### src/design/fifo_queue_with_queries_core_macros.svh
// Assertion macros shared by the design files.
`ifndef FIFO_QUEUE_WITH_QUERIES_CORE_MACROS_SVH
`define FIFO_QUEUE_WITH_QUERIES_CORE_MACROS_SVH
`ifndef NO_ASSERTIONS
`define FQQ_ASSERT(label, clk, rst_n, prop, msg) \
  label: assert property (@(posedge clk) disable iff (!rst_n) prop) else $error(msg);
`define FQQ_ASSERT_ALWAYS(label, clk, prop, msg) \
  label: assert property (@(posedge clk) prop) else $error(msg);
`else
`define FQQ_ASSERT(label, clk, rst_n, prop, msg)
`define FQQ_ASSERT_ALWAYS(label, clk, prop, msg)
`endif
`endif

### src/design/fqq_pkg.sv
`default_nettype none
package fqq_pkg;
  localparam int unsigned DefaultDepth = 16;

  typedef enum logic [2:0] {
    ACT_PUSH  = 3'd0,
    ACT_DUMP  = 3'd1,
    ACT_POP   = 3'd2,
    ACT_CLEAR = 3'd3,
    ACT_MEAN  = 3'd4,
    ACT_EVENS = 3'd5,
    ACT_COUNT = 3'd6,
    ACT_RDUMP = 3'd7
  } action_e;

  typedef enum logic [2:0] {
    ST_DATA    = 3'd0,
    ST_EMPTY   = 3'd1,
    ST_FULL    = 3'd2,
    ST_ACK     = 3'd3,
    ST_NO_EVEN = 3'd4
  } status_e;

  typedef enum logic [2:0] {
    S_IDLE,
    S_WALK,
    S_DIV,
    S_DONE
  } state_e;

  // Commands from the controller to the datapath.
  typedef struct packed {
    logic    load;      // capture the request
    logic    push;
    logic    pop;
    logic    clear;
    logic    rd_first;  // issue the read of the first walked entry
    logic    walk;      // consume read data and step
    logic    div_start;
    logic    div_step;
    logic    emit;      // drive one result from the datapath
    logic    emit_last;
    logic    emit_fixed;  // drive a fixed status with zero value
    status_e fixed_status;
  } ctrl_t;

  // Status from the datapath to the controller.
  typedef struct packed {
    logic empty;
    logic full;
    logic walk_last;   // the entry now consumed is the final one
    logic walk_hit;    // the consumed entry is to be listed
    logic any_hit;     // at least one even entry found so far
    logic pend;        // an earlier even entry waits in the hold register
    logic div_done;
  } stat_t;
endpackage
`default_nettype wire

### src/design/fqq_ctrl.sv
`default_nettype none
module fqq_ctrl (
  input  wire logic          clk_i,
  input  wire logic          rst_ni,
  input  wire logic          start,
  input  wire logic [2:0]    action_i,
  input  wire fqq_pkg::stat_t stat_i,
  output fqq_pkg::ctrl_t     ctrl_o,
  output logic               busy
);
  import fqq_pkg::*;
  `include "fifo_queue_with_queries_core_macros.svh"

  state_e  state_q, state_d;
  action_e act_q, act_d;
  action_e act_in;

  assign act_in = action_e'(action_i);

  always_ff @(posedge clk_i or negedge rst_ni) begin
    if (!rst_ni) begin
      state_q <= S_IDLE;
      act_q   <= ACT_PUSH;
    end else begin
      state_q <= state_d;
      act_q   <= act_d;
    end
  end

  always_comb begin
    state_d = state_q;
    act_d   = act_q;
    ctrl_o  = '0;
    busy    = (state_q != S_IDLE);
    case (state_q)
      S_IDLE: begin
        if (start) begin
          act_d = act_in;
          ctrl_o.load = 1'b1;
          ctrl_o.fixed_status = ST_ACK;
          case (act_in)
            ACT_PUSH: begin
              ctrl_o.emit_fixed = 1'b1;
              ctrl_o.emit_last  = 1'b1;
              if (stat_i.full) begin
                ctrl_o.fixed_status = ST_FULL;
              end else begin
                ctrl_o.push = 1'b1;
              end
            end
            ACT_CLEAR: begin
              ctrl_o.clear      = 1'b1;
              ctrl_o.emit_fixed = 1'b1;
              ctrl_o.emit_last  = 1'b1;
            end
            ACT_COUNT, ACT_EVENS: begin
              if (stat_i.empty) begin
                ctrl_o.emit_fixed = 1'b1;
                ctrl_o.emit_last  = 1'b1;
                ctrl_o.fixed_status = (act_in == ACT_COUNT) ? ST_DATA : ST_NO_EVEN;
              end else begin
                ctrl_o.rd_first = 1'b1;
                state_d = S_WALK;
              end
            end
            default: begin
              if (stat_i.empty) begin
                ctrl_o.emit_fixed = 1'b1;
                ctrl_o.emit_last  = 1'b1;
                ctrl_o.fixed_status = ST_EMPTY;
              end else begin
                ctrl_o.rd_first = 1'b1;
                state_d = S_WALK;
              end
            end
          endcase
        end
      end
      S_WALK: begin
        ctrl_o.walk = 1'b1;
        case (act_q)
          ACT_POP: begin
            ctrl_o.pop = 1'b1;
            ctrl_o.emit = 1'b1;
            ctrl_o.emit_last = 1'b1;
            state_d = S_IDLE;
          end
          ACT_DUMP, ACT_RDUMP: begin
            ctrl_o.emit = 1'b1;
            ctrl_o.emit_last = stat_i.walk_last;
            if (stat_i.walk_last) state_d = S_IDLE;
          end
          ACT_EVENS: begin
            // A new hit releases the previous one, which is known not to be last.
            ctrl_o.emit = stat_i.walk_hit & stat_i.pend;
            if (stat_i.walk_last) begin
              if (stat_i.any_hit) begin
                state_d = S_DONE;
              end else begin
                ctrl_o.emit_fixed = 1'b1;
                ctrl_o.emit_last = 1'b1;
                ctrl_o.fixed_status = ST_NO_EVEN;
                state_d = S_IDLE;
              end
            end
          end
          ACT_COUNT: begin
            if (stat_i.walk_last) state_d = S_DONE;
          end
          default: begin
            if (stat_i.walk_last) begin
              ctrl_o.div_start = 1'b1;
              state_d = S_DIV;
            end
          end
        endcase
      end
      S_DIV: begin
        ctrl_o.div_step = 1'b1;
        if (stat_i.div_done) state_d = S_DONE;
      end
      S_DONE: begin
        // Final result of a count, a mean, or the held last even entry.
        ctrl_o.emit = 1'b1;
        ctrl_o.emit_last = 1'b1;
        state_d = S_IDLE;
      end
      default: state_d = S_IDLE;
    endcase
  end

  `FQQ_ASSERT(a_load_idle, clk_i, rst_ni, ctrl_o.load |-> !busy, "load while busy")
  `FQQ_ASSERT(a_div_state, clk_i, rst_ni, ctrl_o.div_step |-> (act_q == ACT_MEAN), "div off mean")
  `FQQ_ASSERT(a_emit_excl, clk_i, rst_ni, !(ctrl_o.emit && ctrl_o.emit_fixed), "two emits")
endmodule
`default_nettype wire

### src/design/fqq_dp.sv
`default_nettype none
module fqq_dp #(
  parameter int unsigned Depth = fqq_pkg::DefaultDepth
) (
  input  wire logic           clk_i,
  input  wire logic           rst_ni,
  input  wire logic [2:0]     action_i,
  input  wire logic signed [31:0] operand_i,
  input  wire fqq_pkg::ctrl_t ctrl_i,
  output fqq_pkg::stat_t      stat_o,
  output logic                result_strobe_o,
  output logic signed [39:0]  result_value_o,
  output logic [2:0]          status_o,
  output logic                last_o
);
  import fqq_pkg::*;
  `include "fifo_queue_with_queries_core_macros.svh"

  localparam int unsigned IdxW = (Depth > 1) ? $clog2(Depth) : 1;
  localparam int unsigned CntW = $clog2(Depth + 1);
  localparam int unsigned SumW = 32 + CntW + 8;   // sum times 256
  localparam int unsigned DivCycles = SumW;

  logic [31:0] mem_q [Depth];
  logic [31:0] rd_q;

  logic [IdxW-1:0] head_q, head_d, tail_q, tail_d;
  logic [CntW-1:0] count_q, count_d;
  logic [IdxW-1:0] ptr_q, ptr_d;
  logic [CntW-1:0] left_q, left_d;
  logic            rev_q;
  logic [31:0]     key_q;
  logic [2:0]      action_q;
  logic [31:0]     held_q;
  logic signed [SumW-1:0] acc_q, acc_d;
  logic            any_q, any_d;
  logic [$clog2(DivCycles+1)-1:0] dcnt_q;
  logic [SumW-1:0] quo_q, rem_mag_q;
  logic            neg_q;
  logic [SumW:0]   trial;

  logic            out_v_q, out_last_q;
  logic signed [39:0] out_val_q;
  logic [2:0]      out_st_q;

  logic [IdxW-1:0] rd_addr;
  logic [31:0]     cur;
  logic            hit;

  function automatic logic [IdxW-1:0] nxt(input logic [IdxW-1:0] i);
    return (i == IdxW'(Depth - 1)) ? '0 : i + 1'b1;
  endfunction
  function automatic logic [IdxW-1:0] prv(input logic [IdxW-1:0] i);
    return (i == '0) ? IdxW'(Depth - 1) : i - 1'b1;
  endfunction

  assign cur = rd_q;
  assign hit = (action_e'(action_q) == ACT_EVENS) ? !cur[0] : 1'b0;

  // Pointer stepped per cycle; the read address leads the consumed entry.
  always_comb begin
    rd_addr = ptr_q;
    if (ctrl_i.rd_first) begin
      rd_addr = (action_e'(action_i) == ACT_RDUMP) ? prv(tail_q) : head_q;
    end
  end

  always_ff @(posedge clk_i) begin
    if (ctrl_i.push) mem_q[tail_q] <= operand_i;
    rd_q <= mem_q[rd_addr];
  end

  always_comb begin
    head_d  = head_q;
    tail_d  = tail_q;
    count_d = count_q;
    ptr_d   = ptr_q;
    left_d  = left_q;
    acc_d   = acc_q;
    any_d   = any_q;
    if (ctrl_i.push) begin
      tail_d  = nxt(tail_q);
      count_d = count_q + 1'b1;
    end
    if (ctrl_i.pop) begin
      head_d  = nxt(head_q);
      count_d = count_q - 1'b1;
      if (count_q == CntW'(1)) begin
        head_d = '0;
        tail_d = '0;
      end
    end
    if (ctrl_i.clear) begin
      head_d = '0; tail_d = '0; count_d = '0;
    end
    if (ctrl_i.rd_first) begin
      ptr_d  = (action_e'(action_i) == ACT_RDUMP) ? prv(prv(tail_q)) : nxt(head_q);
      left_d = count_q;
      acc_d  = '0;
      any_d  = 1'b0;
    end else if (ctrl_i.walk) begin
      ptr_d  = rev_q ? prv(ptr_q) : nxt(ptr_q);
      left_d = left_q - 1'b1;
      any_d  = any_q | hit;
      case (action_e'(action_q))
        ACT_COUNT: acc_d = acc_q + SumW'(cur == key_q);
        default:   acc_d = acc_q + SumW'($signed(cur));
      endcase
    end
  end

  always_ff @(posedge clk_i or negedge rst_ni) begin
    if (!rst_ni) begin
      head_q <= '0; tail_q <= '0; count_q <= '0;
      out_v_q <= 1'b0; out_last_q <= 1'b0;
      dcnt_q <= '0;
    end else begin
      head_q <= head_d; tail_q <= tail_d; count_q <= count_d;
      out_v_q <= ctrl_i.emit | ctrl_i.emit_fixed;
      out_last_q <= ctrl_i.emit_last;
      if (ctrl_i.div_start) dcnt_q <= ($clog2(DivCycles+1))'(DivCycles);
      else if (ctrl_i.div_step && dcnt_q != '0) dcnt_q <= dcnt_q - 1'b1;
    end
  end

  // Restoring divider on magnitudes, one quotient bit per cycle.
  assign trial = {rem_mag_q, quo_q[SumW-1]} - {{(SumW+1-CntW){1'b0}}, count_q};

  always_ff @(posedge clk_i) begin
    ptr_q  <= ptr_d;
    left_q <= left_d;
    any_q  <= any_d;
    if (ctrl_i.load) begin
      action_q <= action_i;
      key_q    <= operand_i;
      rev_q    <= (action_e'(action_i) == ACT_RDUMP);
    end
    // Even entries are shown one hit late, so the final one can carry last.
    if (ctrl_i.walk && hit) held_q <= cur;
    if (ctrl_i.div_start) begin
      acc_q <= acc_d <<< 8;
    end else begin
      acc_q <= acc_d;
    end
    if (ctrl_i.div_start) begin
      neg_q     <= acc_d[SumW-1];
      rem_mag_q <= '0;
      quo_q     <= acc_d[SumW-1] ? SumW'(-(acc_d <<< 8)) : SumW'(acc_d <<< 8);
    end else if (ctrl_i.div_step && dcnt_q != '0) begin
      if (!trial[SumW]) begin
        rem_mag_q <= trial[SumW-1:0];
        quo_q     <= {quo_q[SumW-2:0], 1'b1};
      end else begin
        rem_mag_q <= {rem_mag_q[SumW-2:0], quo_q[SumW-1]};
        quo_q     <= {quo_q[SumW-2:0], 1'b0};
      end
    end
    if (ctrl_i.emit_fixed) begin
      out_val_q <= '0;
      out_st_q  <= ctrl_i.fixed_status;
    end else if (ctrl_i.emit) begin
      out_st_q <= ST_DATA;
      if (action_e'(action_q) == ACT_EVENS) out_val_q <= 40'($signed(held_q));
      else if (ctrl_i.walk) out_val_q <= 40'($signed(cur));
      else if (action_e'(action_q) == ACT_MEAN)
        out_val_q <= neg_q ? -40'(quo_q) : 40'(quo_q);
      else if (action_e'(action_q) == ACT_COUNT) out_val_q <= 40'(acc_q);
    end
  end

  assign stat_o.empty     = (count_q == '0);
  assign stat_o.full      = (count_q == CntW'(Depth));
  assign stat_o.walk_last = (left_q == CntW'(1));
  assign stat_o.walk_hit  = hit;
  assign stat_o.any_hit   = any_q | hit;
  assign stat_o.pend      = any_q;
  assign stat_o.div_done  = (dcnt_q == '0);

  assign result_strobe_o = out_v_q;
  assign result_value_o  = out_val_q;
  assign status_o        = out_st_q;
  assign last_o          = out_last_q;

  `FQQ_ASSERT(a_cnt_range, clk_i, rst_ni, count_q <= CntW'(Depth), "count over depth")
  `FQQ_ASSERT(a_empty_ptrs, clk_i, rst_ni, (count_q == '0) |-> (head_q == '0 && tail_q == '0), "ptrs")
  `FQQ_ASSERT(a_no_pushfull, clk_i, rst_ni, ctrl_i.push |-> !stat_o.full, "push on full")
endmodule
`default_nettype wire

### src/design/fifo_queue_with_queries_core.sv
`default_nettype none
// FIFO of signed 32-bit words with query requests, one request per start.
// Push, clear and the empty or full cases emit their result word straight from the idle state;
// pop and dumps read the entry first, and dumps then give one word per cycle.
// A new request can be taken while the last word of the previous one shows. The mean
// request runs a restoring divider over SumW = 40+clog2(DEPTH+1) bits after its walk.
// Results cannot be stalled. Reset (rst_ni low, asynchronous) empties the queue; words stay.
module fifo_queue_with_queries_core #(
  parameter int unsigned DEPTH = fqq_pkg::DefaultDepth
) (
  input  wire logic               clk_i,
  input  wire logic               rst_ni,
  input  wire logic               start,
  output logic                    busy,
  input  wire logic [2:0]         action_i,
  input  wire logic signed [31:0] operand_i,
  output logic                    result_strobe_o,
  output logic signed [39:0]      result_value_o,
  output logic [2:0]              status_o,
  output logic                    last_o
);
  import fqq_pkg::*;

  ctrl_t ctrl;
  stat_t stat;
  logic  ctl_busy;

  // The result register shows each controller emit in the cycle after it. busy also covers
  // any word shown without last; it is low while the final word is shown,
  // so the next request can be taken in that cycle.
  assign busy = ctl_busy | (result_strobe_o & !last_o);

  fqq_ctrl u_ctrl (
    .clk_i    (clk_i),
    .rst_ni   (rst_ni),
    .start    (start & !busy),
    .action_i (action_i),
    .stat_i   (stat),
    .ctrl_o   (ctrl),
    .busy     (ctl_busy)
  );

  fqq_dp #(.Depth(DEPTH)) u_dp (
    .clk_i           (clk_i),
    .rst_ni          (rst_ni),
    .action_i        (action_i),
    .operand_i       (operand_i),
    .ctrl_i          (ctrl),
    .stat_o          (stat),
    .result_strobe_o (result_strobe_o),
    .result_value_o  (result_value_o),
    .status_o        (status_o),
    .last_o          (last_o)
  );
endmodule
`default_nettype wire
### config.mk
export PLATFORM = sky130hd
export DESIGN_NAME = fifo_queue_with_queries_core
export DESIGN_NICKNAME = d
export VERILOG_FILES = /design/src/design/fqq_pkg.sv /design/src/design/fqq_ctrl.sv /design/src/design/fqq_dp.sv /design/src/design/fifo_queue_with_queries_core.sv
export VERILOG_INCLUDE_DIRS = /design/src /design/src/design
export SDC_FILE = /design/constraint.sdc
export NUM_CORES = 2
export LEC_CHECK = 0
export BUFFER_PORTS_ARGS = -buffer_cell sky130_fd_sc_hd__buf_2
export CAP_MARGIN = 10
export CORE_ASPECT_RATIO = 0.75
export CORE_MARGIN = 2
export CORE_UTILIZATION = 28
export DETAILED_ROUTE_END_ITERATION = 8
export HOLD_SLACK_MARGIN = 0.03
export PLACE_DENSITY = 0.47
export SETUP_SLACK_MARGIN = 0.5
export SYNTH_ARGS = -nofsm -noshare
export SYNTH_HDL_FRONTEND = slang
export SYNTH_SLANG_ARGS = --single-unit
### constraint.sdc
create_clock -name clk_i -period 5.03 [get_ports clk_i]
set_clock_uncertainty 0.05 [all_clocks]
set_input_delay 0.2515 -clock clk_i [delete_from_list [all_inputs] [get_ports clk_i]]
set_output_delay 0.2515 -clock clk_i [all_outputs]
set_load 0.005 [all_outputs]
==> summary.txt <==
STA
  • Final hold violation count: 0
  • Slew headroom: 0.235
  • Final Max Tran Viols: 0
  • Worst Tran Pin Value: 1.15 ns
  • Final period utilization: 0.883
  • Final worst path period need: 4.44 ns
  • Hold slack: between 0.1 and 0.15 ns
  • Endpoints failing setup: 0
  • RSZ-0062 raised after global routing: true
  • Final WS setup: between 0.5 and 0.6 ns
  • F_max: 225 MHz

Die
  • Initial core utilization: 0.283
  • Chip height: 330 µm
  • I/O pin total: 84
  • Core Region: 141000 µm²
  • Die W: 439 µm
  • Rows: 119
  • DIE AREA: approximately 150000 µm²

Power and ir drop
  • Comb pwr share: 0.543
  • Seq pwr share: 0.269
  • Power per cell area: 743 nW/µm²
  • Cell-internal power: 19500 µW
  • Leak: 0.0166 µW
  • Sw power: 15700 µW
  • Clk pwr share: 0.189
  • Max VDD drop: 0.358 mV
  • Sw Ratio: 0.447

Global routing
  • First-pass GRT wire length: 191000 µm
  • Number of global-route vias before repair: 28300
  • Largest net degree at the start of global routing: 79
  • Grt ovf: 0
  • Initial antenna violation count: 4
  • Total GRT Usage: 0.174

Logic synthesis
  • Synthesized area: 39800 µm²
  • Post-synthesis mux area share: 0.00657
  • Post-synthesis sequential area ratio: 0.582
  • Post-synthesis compound-gate area fraction: 0.168
  • Post-synth ARST share: 0.0314
  • Most used DFF post-synth: edfxtp_1
  • Xor/xnor cell area share of the yosys netlist: 0.0440
  • Post-Syn Nets: 3792
  • Area leader, netlist: edfxtp_1
  • EDFF count, synth: 645
  • Simple-Gate Fraction of Synth Area: 0.148
  • Avg Cell Area, Syn: 10.8 µm²
  • Synth Warn #: 0
  • Largest family of logic cells by synthesized area: compound AO/OA/AOI/OAI gates
  • Synth Area in Adders: 0.0236
  • Largest cells by area after synthesis: edfxtp_1 (49%), dfxtp_1 (7.8%), nand2_1 (4.7%), a211oi_1 (4.5%), a21oi_1 (2.9%)
  • Register bit total from synthesis: roughly 830
  • Post-synthesis instance total: between 3000 and 4000
  • Share of the synthesized area in the top cell type: 0.487
  • Yosys cell types: 88

Final layout
  • Layout cells sized above 1: 0.139
  • Leading cell type in the layout, fill and taps excluded: edfxtp_1
  • Most frequent cells in the layout: edfxtp_1 (645), nand2_1 (492), nor2_1 (244), a211oi_1 (234), a21oi_1 (222)
  • Area grow syn2layout: 19.1%
  • Fill cells: 14200
  • Final nets: 3976

Drt
  • Vias per cell: roughly 5.2
  • Drt wl/cell: 22.2 µm
  • DRC: 0
  • Initial drt markers: 2762
  • Routed WL: roughly 130000 µm
  • Vias post-DR: ~30000
  • DRT antenna net count: 0
  • DRT Pass-1 Iters: 6

Worst setup path
  • Flop-to-flop setup slack: 0.59 ns
  • Crit path buf inv count: 4
  • Slowest stage delay, CP: 0.48 ns
  • CP arrival: 4.96 ns
  • Crit end category: register
  • Required time of the worst setup path: 5.55 ns
  • Worst-path fanout max: 5
  • Setup CP Type: register to register
  • CP max-delay cell: or4_1
  • Crit path max-delay family: compound AO/OA/AOI/OAI gates
  • Worst r2r path cells: 17
  • Critical path, cell by cell: buf_4, ha_1, fa_1, a21oi_2, o221a_2, o31a_1, buf_4, a21oi_1, or3_1, a21oi_1, o2111ai_2, nor4b_4, buf_4, buf_4, nand2_2, or4_1, nand4_1
  • Most frequent CP cell: buf_4
  • RR Endpoint: u_dp.quo_q[43]$_DFFE_PP_
  • Worst r2r src: u_dp.cur[0]$_DFF_P_
  • Crit path launch type: register

Placed design
  • Dpl hpwl: around 87000 µm
  • Pre-CTS setup slack: -0.0191 ns
  • Routability cong.: 0.910
  • Input/output buffers: 83

Job
  • Max-capacitance violation count: 0

Clock tree
  • Num CTS Buffers: between 80 and 90
  • CTS tree: yes
  • Later-pin clock latency in the skew report: 0.71 ns
  • Clk root buf: clkbuf_16
  • Reg clk slew, reported paths: 0.06 ns
  • Clk buf depth: 3
  • CTS sink cnt: 827
  • CTS H-tree depth: 3

Status
  • Outcome: completed

Worst hold path
  • HP Class: input port to asynchronous set/reset pin
==> area by class of cell <==
| type | count | area [µm²] | share of cell area |
|---|---|---|---|
| Antenna cell | 4 | 10.0 | 0.000211 |
| Clock buffer | 130 | 2530 | 0.0535 |
| Clock inverter | 34 | 404 | 0.00853 |
| Inverter | 58 | 218 | 0.00459 |
| Multi-Input combinational cell | 2559 | 16100 | 0.339 |
| Sequential cell | 827 | 23100 | 0.488 |
| Tap cell | 1875 | 2350 | 0.0495 |
| Timing Repair Buffer | 329 | 2660 | 0.0561 |
==> timing repair <==
action / 4_1_cts / 5_1_grt
hold buffers: 36 / 0
pin swaps: 14 / 28
endpoints found under the setup margin: 38 / 57
gates cloned: 1 / 2
setup buffers: 11 / 14
resized for setup: 20 / 84
hold endpoints to repair: 581 / 0
==> power groups by stage <==
stage                     clock network [µW]  registers, µW  logic (µW)
after CTS                               6800           9440       18500
final                                   6640           9450       19100
after global routing                    7050           9570       21000
after detailed placement                   0           9570       18200
after floorplan                            0           9240       12000
after global placement                     0           9560       18300
==> cells in the mapped netlist (15+ instances only) <==
cell type / instances
ha_1: 72
a21oi_1: 232
and3_1: 24
dfrtp_1: 26
a21o_1: 15
xor2_1: 125
a211oi_1: 237
nor4_1: 34
dfxtp_1: 156
or3_1: 28
a311oi_1: 66
nor2_1: 249
nand3_1: 57
and2_1: 141
edfxtp_1: 645
nor3_1: 78
a31oi_1: 100
o31ai_1: 29
nand2_1: 494
xnor2_1: 75
clkbuf_1: 217
o21a_1: 16
nand4_1: 36
or4_1: 17
mux2i_1: 25
o21ai_0: 186
inv_1: 58
o211ai_1: 17
==> worst max path at each step <==
stage | startpoint | end | depth (start not counted)
6_report | u_dp.cur[0]$_DFF_P_ | u_dp.quo_q[43]$_DFFE_PP_ | 17
5_1_grt | u_dp.key_q[5]$_DFFE_PP_ | u_dp.quo_q[29]$_DFFE_PP_ | 22
4_1_cts | u_dp.key_q[30]$_DFFE_PP_ | u_dp.quo_q[43]$_DFFE_PP_ | 17
3_5_place_dp | u_dp.cur[9]$_DFF_P_ | u_dp.quo_q[44]$_DFFE_PP_ | 17
3_3_place_gp | u_dp.cur[9]$_DFF_P_ | u_dp.quo_q[44]$_DFFE_PP_ | 17
2_1_floorplan | u_dp.cur[31]$_DFF_P_ | u_dp.quo_q[43]$_DFFE_PP_ | 18
==> sequential cells by signal (all words and copies together) (netlist names), 4 cells and up <==
name                 count
u_dp.key_q              32
u_dp.rem_mag_q          45
u_dp.head_q              4
u_dp.quo_q              45
u_dp.dcnt_q              6
u_dp.acc_q              45
u_dp.mem_q             512
u_dp.cur                32
u_dp.held_q             32
u_dp.count_q             5
u_dp.ptr_q               4
u_dp.left_q              5
u_dp.tail_q              4
u_dp.result_value_o     40
==> kinds of logic after synthesis <==
logic type | after synthesis
multiplexers | 26
XOR/XNOR | 200
buffers and inverters | 294
flip-flops | 827
adder cells (fa/ha/maj) | 74
AND/OR/NAND/NOR | 1246
AO/OA/AOI/OAI | 1013
==> metal layers <==
layer | routed length (µm) | GRT usage
met1 | 64100 | 0.264
met3 | 7260 | 0.0278
met5 | 0 | 0
met2 | 55200 | 0.258
met4 | 2810 | 0.0383
==> stage by stage <==
step / util / total power, µW / instances / TNS [ns] / cell area, µm²
floorplan: - / 21200 / 3680 / 0 / 39800
finish: 0.337 / 35200 / 5816 / 0 / 47400
global placement: 0.308 / 27800 / 5584 / 0 / 43400
detailed placement: 0.308 / 27800 / 5584 / -0.0191 / 43400
CTS: 0.333 / 34800 / 5796 / 0 / 46900
global route: 0.337 / 37600 / 5813 / 0 / 47400
==> worst register-to-register path, stage by stage, from the launching register on <==
cell and delay, ns:
dfxtp_1 0.32, buf_4 0.19, ha_1 0.25, fa_1 0.43, a21oi_2 0.21, o221a_2 0.28, o31a_1 0.32, buf_4 0.20
a21oi_1 0.07, or3_1 0.36, a21oi_1 0.25, o2111ai_2 0.20, nor4b_4 0.24, buf_4 0.19, buf_4 0.13, nand2_2 0.05
or4_1 0.48, nand4_1 0.08
No activity file was read; power rests on OpenSTA's default activity.
